**config.mk**
```make
export PLATFORM = sky130hd
export DESIGN_NAME = api_frame_deframer
export DESIGN_NICKNAME = d
export VERILOG_FILES = /design/src/afd_pkg.sv /design/src/api_frame_deframer.sv
export SDC_FILE = /design/constraint.sdc
export NUM_CORES = 1
export LEC_CHECK = 0
export BUFFER_PORTS_ARGS = -buffer_cell sky130_fd_sc_hd__buf_2
export CAP_MARGIN = 25
export CORE_MARGIN = 2
export CORE_UTILIZATION = 52
export CTS_CLUSTER_DIAMETER = 40
export DETAILED_ROUTE_END_ITERATION = 12
export GPL_TIMING_DRIVEN = 0
export PLACE_DENSITY = 0.76
export SYNTH_ARGS = -nofsm -noshare
export SYNTH_HDL_FRONTEND = slang
export SYNTH_SLANG_ARGS = --single-unit
```
**constraint.sdc**
```tcl
create_clock -name clock -period 3.6 [get_ports clock]
set_input_delay 0.54 -clock clock [delete_from_list [all_inputs] [get_ports clock]]
set_output_delay 0.54 -clock clock [all_outputs]
set_load 0.05 [all_outputs]
```
**src/afd_pkg.sv**
```systemverilog
// Package for the API frame deframer: register indexes, reset values and field widths.
// No dependencies; used by api_frame_deframer and its checker.
`timescale 1ns / 1ps
`default_nettype none
package afd_pkg;

   localparam int unsigned ByteWidth   = 8;
   localparam int unsigned LengthWidth = 16;
   localparam int unsigned CsrIdxWidth = 1;
   localparam int unsigned CsrDatWidth = 16;

   localparam logic [CsrIdxWidth-1:0] CSR_START_DELIMITER  = 1'd0;
   localparam logic [CsrIdxWidth-1:0] CSR_MAX_FRAME_LENGTH = 1'd1;

   localparam logic [ByteWidth-1:0]   START_DELIMITER_RESET  = 8'd126;
   localparam logic [LengthWidth-1:0] MAX_FRAME_LENGTH_RESET = 16'd256;

endpackage
`default_nettype wire

```
**src/api_frame_deframer.sv**
```systemverilog
// API frame deframer: hunts for the delimiter, reads the 16-bit length, passes on data and checksum.
// Depends on afd_pkg.
`timescale 1ns / 1ps
`default_nettype none
// One received byte is taken per cycle on req_; each data byte and the closing checksum byte
// leave on rsp_ in the next cycle from a single output register. Delimiter and length bytes give
// no transaction on rsp_. A byte is taken whenever the output register is empty or is being
// emptied in the same cycle, so with rsp_ready held high the block sustains one byte per cycle.
// The checksum is passed on unchecked; a zero length goes straight to the checksum byte.
// Data bytes whose index reaches max_frame_length are flagged with rsp_overflow.
module api_frame_deframer (
   input  wire logic                               clock,
   input  wire logic                               reset,
   input  wire logic                               req_valid,
   output logic                                    req_ready,
   input  wire logic [afd_pkg::ByteWidth-1:0]      req_rx_byte,
   output logic                                    rsp_valid,
   input  wire logic                               rsp_ready,
   output logic [afd_pkg::ByteWidth-1:0]           rsp_data_byte,
   output logic [afd_pkg::LengthWidth-1:0]         rsp_byte_position,
   output logic [afd_pkg::LengthWidth-1:0]         rsp_frame_length,
   output logic                                    rsp_frame_end,
   output logic                                    rsp_overflow,
   input  wire logic                               csr_we,
   input  wire logic [afd_pkg::CsrIdxWidth-1:0]    csr_index,
   input  wire logic [afd_pkg::CsrDatWidth-1:0]    csr_wdata
);

   typedef enum logic [1:0] {
      PH_HUNT,
      PH_LEN,
      PH_DATA,
      PH_CSUM
   } phase_type;

   phase_type                          phase_ff, phase_in;
   logic                               len_cnt_ff, len_cnt_in;
   logic [afd_pkg::ByteWidth-1:0]      len_hi_ff, len_hi_in;
   logic [afd_pkg::LengthWidth-1:0]    decl_len_ff, decl_len_in;
   logic [afd_pkg::LengthWidth-1:0]    data_idx_ff, data_idx_in;
   logic [afd_pkg::ByteWidth-1:0]      delim_ff;
   logic [afd_pkg::LengthWidth-1:0]    max_len_ff;

   logic                               rsp_valid_ff, rsp_valid_in;
   logic [afd_pkg::ByteWidth-1:0]      rsp_byte_ff, rsp_byte_in;
   logic [afd_pkg::LengthWidth-1:0]    rsp_pos_ff, rsp_pos_in;
   logic [afd_pkg::LengthWidth-1:0]    rsp_len_ff, rsp_len_in;
   logic                               rsp_end_ff, rsp_end_in;
   logic                               rsp_ovf_ff, rsp_ovf_in;

   logic                               accept;
   logic                               produce;
   logic [afd_pkg::LengthWidth-1:0]    full_len;
   logic [afd_pkg::LengthWidth-1:0]    idx_next;

   assign req_ready = !rsp_valid_ff || rsp_ready;
   assign accept    = req_valid && req_ready;
   assign full_len  = {len_hi_ff, req_rx_byte};
   assign idx_next  = data_idx_ff + 16'd1;

   always_comb begin
      phase_in    = phase_ff;
      len_cnt_in  = len_cnt_ff;
      len_hi_in   = len_hi_ff;
      decl_len_in = decl_len_ff;
      data_idx_in = data_idx_ff;
      produce     = 1'b0;
      rsp_byte_in = rsp_byte_ff;
      rsp_pos_in  = rsp_pos_ff;
      rsp_len_in  = rsp_len_ff;
      rsp_end_in  = rsp_end_ff;
      rsp_ovf_in  = rsp_ovf_ff;
      if (accept) begin
         unique case (phase_ff)
            PH_HUNT: begin
               if (req_rx_byte == delim_ff) begin
                  phase_in   = PH_LEN;
                  len_cnt_in = 1'b0;
               end
            end
            PH_LEN: begin
               if (!len_cnt_ff) begin
                  len_hi_in  = req_rx_byte;
                  len_cnt_in = 1'b1;
               end else begin
                  decl_len_in = full_len;
                  len_cnt_in  = 1'b0;
                  data_idx_in = '0;
                  phase_in    = (full_len == '0) ? PH_CSUM : PH_DATA;
               end
            end
            PH_DATA: begin
               produce     = 1'b1;
               rsp_byte_in = req_rx_byte;
               rsp_pos_in  = data_idx_ff;
               rsp_len_in  = decl_len_ff;
               rsp_end_in  = 1'b0;
               rsp_ovf_in  = (data_idx_ff >= max_len_ff);
               if ((idx_next >= decl_len_ff) || (idx_next == '0)) begin
                  data_idx_in = '0;
                  phase_in    = PH_CSUM;
               end else begin
                  data_idx_in = idx_next;
               end
            end
            PH_CSUM: begin
               produce     = 1'b1;
               rsp_byte_in = req_rx_byte;
               rsp_pos_in  = '0;
               rsp_len_in  = decl_len_ff;
               rsp_end_in  = 1'b1;
               rsp_ovf_in  = 1'b0;
               phase_in    = PH_HUNT;
            end
            default: begin
               phase_in = PH_HUNT;
            end
         endcase
      end
      rsp_valid_in = produce || (rsp_valid_ff && !rsp_ready);
   end

   always_ff @(posedge clock) begin
      if (reset) begin
         phase_ff     <= PH_HUNT;
         len_cnt_ff   <= 1'b0;
         len_hi_ff    <= '0;
         decl_len_ff  <= '0;
         data_idx_ff  <= '0;
         rsp_valid_ff <= 1'b0;
         delim_ff     <= afd_pkg::START_DELIMITER_RESET;
         max_len_ff   <= afd_pkg::MAX_FRAME_LENGTH_RESET;
      end else begin
         phase_ff     <= phase_in;
         len_cnt_ff   <= len_cnt_in;
         len_hi_ff    <= len_hi_in;
         decl_len_ff  <= decl_len_in;
         data_idx_ff  <= data_idx_in;
         rsp_valid_ff <= rsp_valid_in;
         if (csr_we) begin
            unique case (csr_index)
               afd_pkg::CSR_START_DELIMITER:
                  delim_ff <= csr_wdata[afd_pkg::ByteWidth-1:0];
               afd_pkg::CSR_MAX_FRAME_LENGTH:
                  max_len_ff <= csr_wdata[afd_pkg::LengthWidth-1:0];
               default: begin
               end
            endcase
         end
      end
   end

   always_ff @(posedge clock) begin
      rsp_byte_ff <= rsp_byte_in;
      rsp_pos_ff  <= rsp_pos_in;
      rsp_len_ff  <= rsp_len_in;
      rsp_end_ff  <= rsp_end_in;
      rsp_ovf_ff  <= rsp_ovf_in;
   end

   assign rsp_valid         = rsp_valid_ff;
   assign rsp_data_byte     = rsp_byte_ff;
   assign rsp_byte_position = rsp_pos_ff;
   assign rsp_frame_length  = rsp_len_ff;
   assign rsp_frame_end     = rsp_end_ff;
   assign rsp_overflow      = rsp_ovf_ff;

endmodule
`default_nettype wire

```
==> impl_metrics.prom, run 1 <==
# TYPE chip_impl_metric gauge
chip_impl_info{name="outcome",value="finished clean"} 1
chip_impl_metric{name="rows",unit=""} 37
chip_impl_metric{name="cellPowerDensity",unit="nW/µm²"} 344
chip_impl_metric{name="clock_skew",unit="ns"} 0.0113
chip_impl_metric{name="vdd_ir_drop_max",unit="mV"} 0.203
chip_impl_metric{name="overflow",unit=""} 0
chip_impl_metric{name="synth_sequential_area_ratio",unit=""} 0.479
chip_impl_metric{name="die-width",unit="µm"} 107
chip_impl_metric{name="layout.area.seq",unit="µm²"} 2630
chip_impl_metric{name="mappedNetlistNets",unit=""} 655
chip_impl_metric{name="antenna_violations_before_repair",unit=""} 0
chip_impl_metric{name="grt_pass1_wl",unit="µm"} 20400
chip_impl_metric{name="worst_ep_required_time",unit="ns"} 3.92
chip_impl_metric{name="filler_cell_count",unit=""} 950
chip_impl_metric{name="synth_cell_type_count",unit=""} 49
chip_impl_metric{name="avg_cell_area_syn",unit="µm²"} 9.33
chip_impl_metric{name="floorplan.die.height",unit="µm"} 107
chip_impl_metric{name="num-nets-final",unit=""} 745
chip_impl_metric{name="tightest_slew",unit="ns"} 0.668
chip_impl_metric{name="cts_max_level",unit=""} 3
chip_impl_metric{name="max_cap_violations",unit=""} 0
chip_impl_metric{name="clk_transition_reported_paths",unit="ns"} 0.11
chip_impl_metric{name="dpl.hpwl",unit="µm"} 9540
chip_impl_metric{name="initial_core_util",unit=""} 0.533
chip_impl_metric{name="post_route_cells_drive_above_1_share",unit=""} 0.189
chip_impl_metric{name="clkSinkCount",unit=""} 110
chip_impl_info{name="cts_tree",value="done"} 1
chip_impl_metric{name="worst-path-max-fanout",unit=""} 8
chip_impl_metric{name="synth_warnings",unit=""} 0
chip_impl_info{name="timing.critical_path.from_type",value="register"} 1
chip_impl_metric{name="route.final.wire_length",unit="µm"} 12600
chip_impl_metric{name="core-area",unit="µm²"} 10300
chip_impl_metric{name="synth.cell_area",unit="µm²"} 5480
chip_impl_info{name="holdCritPathClass",value="input pin to register"} 1
chip_impl_metric{name="final-max-slew-violation-count",unit=""} 0
chip_impl_metric{name="clock_insertion_delay_worst_skew",unit="ns"} 0.39
chip_impl_metric{name="antenna_cells",unit=""} 0
chip_impl_metric{name="floorplan_die_area",unit="µm²"} 11400
chip_impl_metric{name="crit_arrival",unit="ns"} 3.84
chip_impl_metric{name="timing.final.setup_violations",unit=""} 0
chip_impl_metric{name="routabilityCongestion",unit=""} 0.950
chip_impl_metric{name="report.final.hold_viol_count",unit=""} 0
chip_impl_metric{name="static-leakage-power",unit="nW"} 2.66
chip_impl_metric{name="dp_slack",unit="ns"} -0.618
chip_impl_metric{name="area_growth_syn_to_layout",unit="%"} 16.8
chip_impl_metric{name="multiInputGateArea",unit="µm²"} 2640
chip_impl_metric{name="i_o_pin_cnt",unit=""} 74
chip_impl_metric{name="clock_tree.buffer_depth",unit=""} 2
chip_impl_metric{name="yosys_register_bits",unit=""} 110
chip_impl_metric{name="groute.usage.overall",unit=""} 0.230
chip_impl_metric{name="maximum_number_of_pins_on_one_net_before_global_route_repair",unit=""} 29
chip_impl_metric{name="place.port_buffers",unit=""} 72
chip_impl_info{name="clock_tree.root_cell",value="sky130_fd_sc_hd__clkbuf_8"} 1
chip_impl_metric{name="first_global_vias",unit=""} 4194
chip_impl_metric{name="fin_crit",unit="ns"} 3.52
chip_impl_metric{name="drt_iter0_markers",unit=""} 248
chip_impl_metric{name="via_density",unit=""} 5.45
chip_impl_metric{name="first_pass_iters",unit=""} 5
chip_impl_metric{name="vias",unit=""} 4457
chip_impl_info{name="worst_setup_path_end_kind",value="register"} 1
chip_impl_metric{name="max_clock_freq",unit="MHz"} 284
chip_impl_metric{name="final_critical_path_setup_slack",unit="ns"} 0.0842
chip_impl_metric{name="max-slew-margin-rel",unit=""} 0.554
chip_impl_metric{name="detail-route-antenna-nets",unit=""} 0
chip_impl_info{name="timing.setup.critical_path_class",value="register to register"} 1
chip_impl_metric{name="setup_total_negative_slack",unit="ns"} 0
chip_impl_metric{name="timing.final.crit_share",unit=""} 0.977
chip_impl_metric{name="wl_per_cell",unit="µm"} 15.4
chip_impl_metric{name="numCtsBuffers",unit=""} 9
chip_impl_metric{name="number_of_design_rule_violations_left_after_detail_routing",unit=""} 0
chip_impl_metric{name="post_synth_inst_count",unit=""} 587
## cell families after synthesis
family,synth area share
AO/OA/AOI/OAI,0.122
XOR/XNOR,0.0448
adder cells (fa/ha/maj),0.0868
buffers and inverters,0.0550
flip-flops,0.479
multiplexers,0.00183
AND/OR/NAND/NOR,0.211
## critical path: stages, from the launching register on
cell                       delay [ns]
sky130_fd_sc_hd__dfxtp_1         0.41
sky130_fd_sc_hd__clkbuf_4        0.23
sky130_fd_sc_hd__nand4_4         0.19
sky130_fd_sc_hd__nor4_4          0.30
sky130_fd_sc_hd__xor2_1          0.29
sky130_fd_sc_hd__ha_1            0.31
sky130_fd_sc_hd__a21o_1          0.18
sky130_fd_sc_hd__a21o_1          0.18
sky130_fd_sc_hd__a211oi_2        0.33
sky130_fd_sc_hd__o221ai_4        0.20
sky130_fd_sc_hd__buf_4           0.18
sky130_fd_sc_hd__buf_4           0.12
sky130_fd_sc_hd__or4_1           0.40
sky130_fd_sc_hd__a21oi_1         0.14
## sequential cells by signal (all words and copies together), names as in the netlist
name,cells
rsp_frame_end,1
decl_len_ff,16
rsp_data_byte,8
rsp_overflow,1
rsp_frame_length,16
delim_ff,8
max_len_ff,16
len_cnt_ff,1
rsp_valid,1
data_idx_ff,16
phase_ff,2
rsp_byte_position,16
len_hi_ff,8
## synthesized netlist by cell type, drive strengths merged
cell	count	share of area
nand2	114	0.078
dfxtp	68	0.25
a21oi	65	0.059
edfxtp	42	0.23
ha	38	0.087
inv	38	0.026
clkbuf	25	0.017
nor2	21	0.014
xnor2	21	0.034
nand3	20	0.022
nor2b	16	0.018
o21ai	16	0.015
nand3b	10	0.014
a21o	9	0.012
buf	9	0.012
nand4	8	0.015
xor2	7	0.011
nand2b	6	0.0069
nor4	6	0.0096
a211oi	5	0.0069
a2bb2oi	5	0.0080
and3	5	0.0057
nor3	5	0.0066
a31oi	4	0.0046
or3	3	0.0034
or4	3	0.0041
a2111oi	2	0.0066
and2	2	0.0023
and4	2	0.0032
nor3b	2	0.0027
a22oi	1	0.0014
a311oi	1	0.0027
a41oi	1	0.0016
mux2i	1	0.0018
nor4b	1	0.0016
o211ai	1	0.0014
o221ai	1	0.0016
o31ai	1	0.0014
or2	1	0.0011
or4b	1	0.0018
## cells in the final DEF (no fill, tap or decap), types with 4 or more instances in the layout
cell type | netlist | layout
sky130_fd_sc_hd__nor2b_1 | 16 | 16
sky130_fd_sc_hd__a2bb2oi_1 | 5 | 5
sky130_fd_sc_hd__a21o_1 | 9 | 9
sky130_fd_sc_hd__a21oi_1 | 65 | 65
sky130_fd_sc_hd__nand2b_1 | 6 | 6
sky130_fd_sc_hd__inv_1 | 38 | 38
sky130_fd_sc_hd__nand4_1 | 6 | 6
sky130_fd_sc_hd__dfxtp_1 | 68 | 65
sky130_fd_sc_hd__a31oi_1 | 4 | 4
sky130_fd_sc_hd__edfxtp_1 | 42 | 42
sky130_fd_sc_hd__ha_1 | 38 | 37
sky130_fd_sc_hd__and3_1 | 5 | 5
sky130_fd_sc_hd__nand2_1 | 114 | 114
sky130_fd_sc_hd__a211oi_1 | 5 | 4
sky130_fd_sc_hd__xnor2_1 | 21 | 21
sky130_fd_sc_hd__o21ai_0 | 15 | 15
sky130_fd_sc_hd__buf_4 | 3 | 10
sky130_fd_sc_hd__nand3b_1 | 10 | 10
sky130_fd_sc_hd__clkbuf_8 | 0 | 9
sky130_fd_sc_hd__nor3_1 | 4 | 4
sky130_fd_sc_hd__buf_2 | 4 | 74
sky130_fd_sc_hd__nand3_1 | 17 | 17
sky130_fd_sc_hd__nor2_1 | 21 | 18
sky130_fd_sc_hd__clkbuf_1 | 25 | 23
sky130_fd_sc_hd__xor2_1 | 7 | 6
## through the flow
stage          std cells  power [mW]  instance area (µm²)  utilization  hold WS, ns
2_1_floorplan        587        1.39                 5480            -        0.430
3_3_place_gp         795        1.44                 6010        0.585        0.444
3_5_place_dp         796        1.44                 6040        0.587        0.446
4_1_cts              813        2.21                 6320        0.615        0.345
5_1_grt              818        2.27                 6400        0.622        0.377
6_report             818        2.20                 6400        0.622        0.352
## worst paths after layout
check | cells after the start | from | to | slack, ns
max reg2reg | 13 | data_idx_ff[9] | data_idx_ff[8] | 0.08
min | 3 | csr_wdata[8] | max_len_ff[8] | 0.35
max | 13 | data_idx_ff[9] | data_idx_ff[8] | 0.08
min reg2reg | 2 | max_len_ff[5] | max_len_ff[5] | 0.47
## metal layers
metal  vias up  routed length [µm]  track usage
met3        24                 719       0.0225
met4         0                 415        0.114
li1       2200                   -            -
met5         -                   0            0
met2       133                5910        0.372
met1      2100                5540        0.309
## timing repair
item,in CTS,in global routing
hold endpoints to repair,0,0
hold buffers,0,0
endpoints found under the setup margin,18,16
pin swaps,2,3
gates cloned,0,0
resized for setup,12,12
buffers inserted,2,5
## final cells by class
cell class              instances  area share
multi-input cells             405       0.413
repair buffers                 80      0.0688
clock inverters                 7      0.0137
flip-flops and latches        110       0.411
plain buffers                  33      0.0252
well taps                     136      0.0266
inverters                      38      0.0223
clock buffers                   9      0.0194
## where the power goes
group	internal (mW)	switching (mW)	total, mW
registers	1.30	0.00839	1.30
clock network	0.339	0.452	0.791
logic	0.0416	0.0632	0.105
Power figures use the tool's default switching activity.
==> run 2, diff against run 1 <==
--- a/config.mk
+++ b/config.mk
@@ -7,12 +7,14 @@
 export LEC_CHECK = 0
 export BUFFER_PORTS_ARGS = -buffer_cell sky130_fd_sc_hd__buf_2
 export CAP_MARGIN = 25
+export CELL_PAD_IN_SITES_DETAIL_PLACEMENT = 1
+export CELL_PAD_IN_SITES_GLOBAL_PLACEMENT = 1
 export CORE_MARGIN = 2
-export CORE_UTILIZATION = 52
+export CORE_UTILIZATION = 40
 export CTS_CLUSTER_DIAMETER = 40
 export DETAILED_ROUTE_END_ITERATION = 12
 export GPL_TIMING_DRIVEN = 0
-export PLACE_DENSITY = 0.76
+export PLACE_DENSITY_LB_ADDON = 0.1
 export SYNTH_ARGS = -nofsm -noshare
 export SYNTH_HDL_FRONTEND = slang
 export SYNTH_SLANG_ARGS = --single-unit
==> impl_metrics.prom, run 2 (synthesized netlist as in run 1, its figures left out) <==
# TYPE chip_impl_metric gauge
chip_impl_metric{name="maximum_number_of_pins_on_one_net_before_global_route_repair",unit=""} 43
chip_impl_metric{name="first_pass_iters",unit=""} 4
chip_impl_metric{name="antenna_cells",unit=""} 0
chip_impl_metric{name="route.final.wire_length",unit="µm"} 15300
chip_impl_metric{name="initial_core_util",unit=""} 0.412
chip_impl_metric{name="max_cap_violations",unit=""} 0
chip_impl_metric{name="antenna_violations_before_repair",unit=""} 0
chip_impl_metric{name="min_path_cells",unit=""} 3
chip_impl_metric{name="crit_arrival",unit="ns"} 3.81
chip_impl_metric{name="fin_crit",unit="ns"} 3.53
chip_impl_info{name="cts_tree",value="done"} 1
chip_impl_metric{name="core-area",unit="µm²"} 13300
chip_impl_metric{name="max-slew-margin-rel",unit=""} 0.397
chip_impl_metric{name="detail-route-antenna-nets",unit=""} 0
chip_impl_metric{name="rows",unit=""} 42
chip_impl_metric{name="area_growth_syn_to_layout",unit="%"} 20.6
chip_impl_metric{name="timing.reg2reg.worst_path_depth",unit=""} 13
chip_impl_metric{name="clk_transition_reported_paths",unit="ns"} 0.08
chip_impl_info{name="mostFrequentLayoutCell",value="sky130_fd_sc_hd__nand2_1"} 1
chip_impl_metric{name="max_clock_freq",unit="MHz"} 283
chip_impl_metric{name="vdd_ir_drop_max",unit="mV"} 0.219
chip_impl_metric{name="clock_tree.buffer_depth",unit=""} 2
chip_impl_info{name="commonest_cells_after_routing_fill_and_taps_aside",value="sky130_fd_sc_hd__nand2_1 (114), sky130_fd_sc_hd__buf_2 (74), sky130_fd_sc_hd__a21oi_1 (65), sky130_fd_sc_hd__dfxtp_1 (65), sky130_fd_sc_hd__edfxtp_1 (42)"} 1
chip_impl_metric{name="timing.final.setup_violations",unit=""} 0
chip_impl_metric{name="post_route_cells_drive_above_1_share",unit=""} 0.208
chip_impl_metric{name="cellPowerDensity",unit="nW/µm²"} 362
chip_impl_metric{name="first_global_vias",unit=""} 4541
chip_impl_metric{name="worst-path-max-fanout",unit=""} 9
chip_impl_metric{name="clkSinkCount",unit=""} 110
chip_impl_metric{name="final_critical_path_setup_slack",unit="ns"} 0.0699
chip_impl_info{name="holdCritPathClass",value="input pin to register"} 1
chip_impl_metric{name="routabilityCongestion",unit=""} 0.838
chip_impl_metric{name="report.final.hold_viol_count",unit=""} 0
chip_impl_metric{name="post-route-cell-area",unit="µm²"} 6610
chip_impl_metric{name="cts_max_level",unit=""} 3
chip_impl_metric{name="timing.final.crit_share",unit=""} 0.981
chip_impl_metric{name="final-max-slew-violation-count",unit=""} 0
chip_impl_info{name="clock_tree.root_cell",value="sky130_fd_sc_hd__clkbuf_16"} 1
chip_impl_info{name="timing.setup.critical_path_class",value="register to register"} 1
chip_impl_metric{name="num-nets-final",unit=""} 754
chip_impl_metric{name="numCtsBuffers",unit=""} 9
chip_impl_metric{name="tightest_slew",unit="ns"} 0.904
chip_impl_metric{name="drt_iter0_markers",unit=""} 227
chip_impl_metric{name="filler_cell_count",unit=""} 1589
chip_impl_metric{name="wl_per_cell",unit="µm"} 17.6
chip_impl_metric{name="groute.usage.overall",unit=""} 0.213
chip_impl_metric{name="overflow",unit=""} 0
chip_impl_metric{name="grt_pass1_wl",unit="µm"} 23800
chip_impl_metric{name="dpl-instance-area",unit="µm²"} 6060
chip_impl_metric{name="floorplan_die_area",unit="µm²"} 14600
chip_impl_metric{name="static-leakage-power",unit="nW"} 2.74
chip_impl_metric{name="number_of_design_rule_violations_left_after_detail_routing",unit=""} 0
chip_impl_metric{name="dpl.hpwl",unit="µm"} 11100
chip_impl_metric{name="floorplan.die.height",unit="µm"} 121
chip_impl_info{name="outcome",value="finished clean"} 1
chip_impl_metric{name="place.port_buffers",unit=""} 72
chip_impl_metric{name="die-width",unit="µm"} 121
chip_impl_info{name="worst_setup_path_end_kind",value="register"} 1
chip_impl_metric{name="worst_ep_required_time",unit="ns"} 3.88
chip_impl_metric{name="dp_slack",unit="ns"} -0.781
chip_impl_metric{name="clock_insertion_delay_worst_skew",unit="ns"} 0.36
chip_impl_info{name="timing.critical_path.from_type",value="register"} 1
chip_impl_metric{name="via_density",unit=""} 5.25
chip_impl_metric{name="clock_skew",unit="ns"} 0.00734
chip_impl_metric{name="vias",unit=""} 4549
chip_impl_metric{name="i_o_pin_cnt",unit=""} 74
chip_impl_metric{name="holdBufCountCts",unit=""} 0
==> run 2: changes by cell type in the layout (fill, tap and decap cells not counted), sizes merged <==
cell    before  now
clkbuf      35   34
bufinv       1    0
buf         87   97
clkinv       2    4
inv         42   41
==> run 2: layout make-up <==
type,count,area [µm²],share of cell area
clock buffers,9,225,0.0341
multi-input cells,405,2670,0.404
repair buffers,88,480,0.0727
clock inverters,7,56.3,0.00852
plain buffers,34,183,0.0276
well taps,176,220,0.0333
flip-flops and latches,110,2630,0.398
inverters,38,143,0.0216
==> run 2: routing by layer <==
metal,part of all wire,wire [µm],GRT usage
met1,0.44,6730,0.276
met2,0.49,7410,0.351
met3,0.050,763,0.0273
met4,0.024,369,0.103
met5,0,0,0
==> run 2: worst paths after layout <==
kind,start,to,slack (ns)
min reg2reg,max_len_ff[9],max_len_ff[9],0.46
max reg2reg,data_idx_ff[5],phase_ff[0],0.07
max,data_idx_ff[5],phase_ff[0],0.07
min,csr_wdata[8],max_len_ff[8],0.40
==> run 2: critical path: stages, from the launching register on <==
cell,delay [ns]
sky130_fd_sc_hd__dfxtp_1,0.40
sky130_fd_sc_hd__buf_6,0.17
sky130_fd_sc_hd__nand3_4,0.19
sky130_fd_sc_hd__nor2_4,0.23
sky130_fd_sc_hd__and4_1,0.25
sky130_fd_sc_hd__xor2_2,0.27
sky130_fd_sc_hd__ha_1,0.17
sky130_fd_sc_hd__nand2_1,0.07
sky130_fd_sc_hd__nor2_2,0.11
sky130_fd_sc_hd__or4b_4,0.49
sky130_fd_sc_hd__o221ai_4,0.32
sky130_fd_sc_hd__a31oi_2,0.12
sky130_fd_sc_hd__or4_1,0.56
sky130_fd_sc_hd__o31ai_1,0.08
==> run 2: through the flow <==
step,utilization,TNS (ns),total power [mW],cells,hold slack [ns]
2_1_floorplan,-,0,1.39,587,0.430
6_report,0.497,0,2.39,867,0.402
3_5_place_dp,0.456,-11.50,1.44,835,0.450
4_1_cts,0.483,-0.0438,2.41,852,0.388
5_1_grt,0.497,-0.0488,2.47,867,0.411
3_3_place_gp,0.456,-9.93,1.44,835,0.446
==> run 2: power breakdown <==
| group | total [mW] | leakage (nW) | switching [mW] | internal, mW |
|---|---|---|---|---|
| combinational | 0.108 | 1.59 | 0.0660 | 0.0416 |
| sequential | 1.30 | 1.01 | 0.00868 | 1.29 |
| clock | 0.984 | 0.142 | 0.503 | 0.481 |
| total | 2.39 | 2.74 | 0.578 | 1.82 |
==> run 2: timing repair <==
item | CTS | global route
pin swaps | 3 | 11
gates resized for setup | 15 | 24
setup endpoints to repair | 18 | 18
setup buffers | 1 | 15
hold endpoints to repair | 0 | 0
gates cloned | 0 | 0
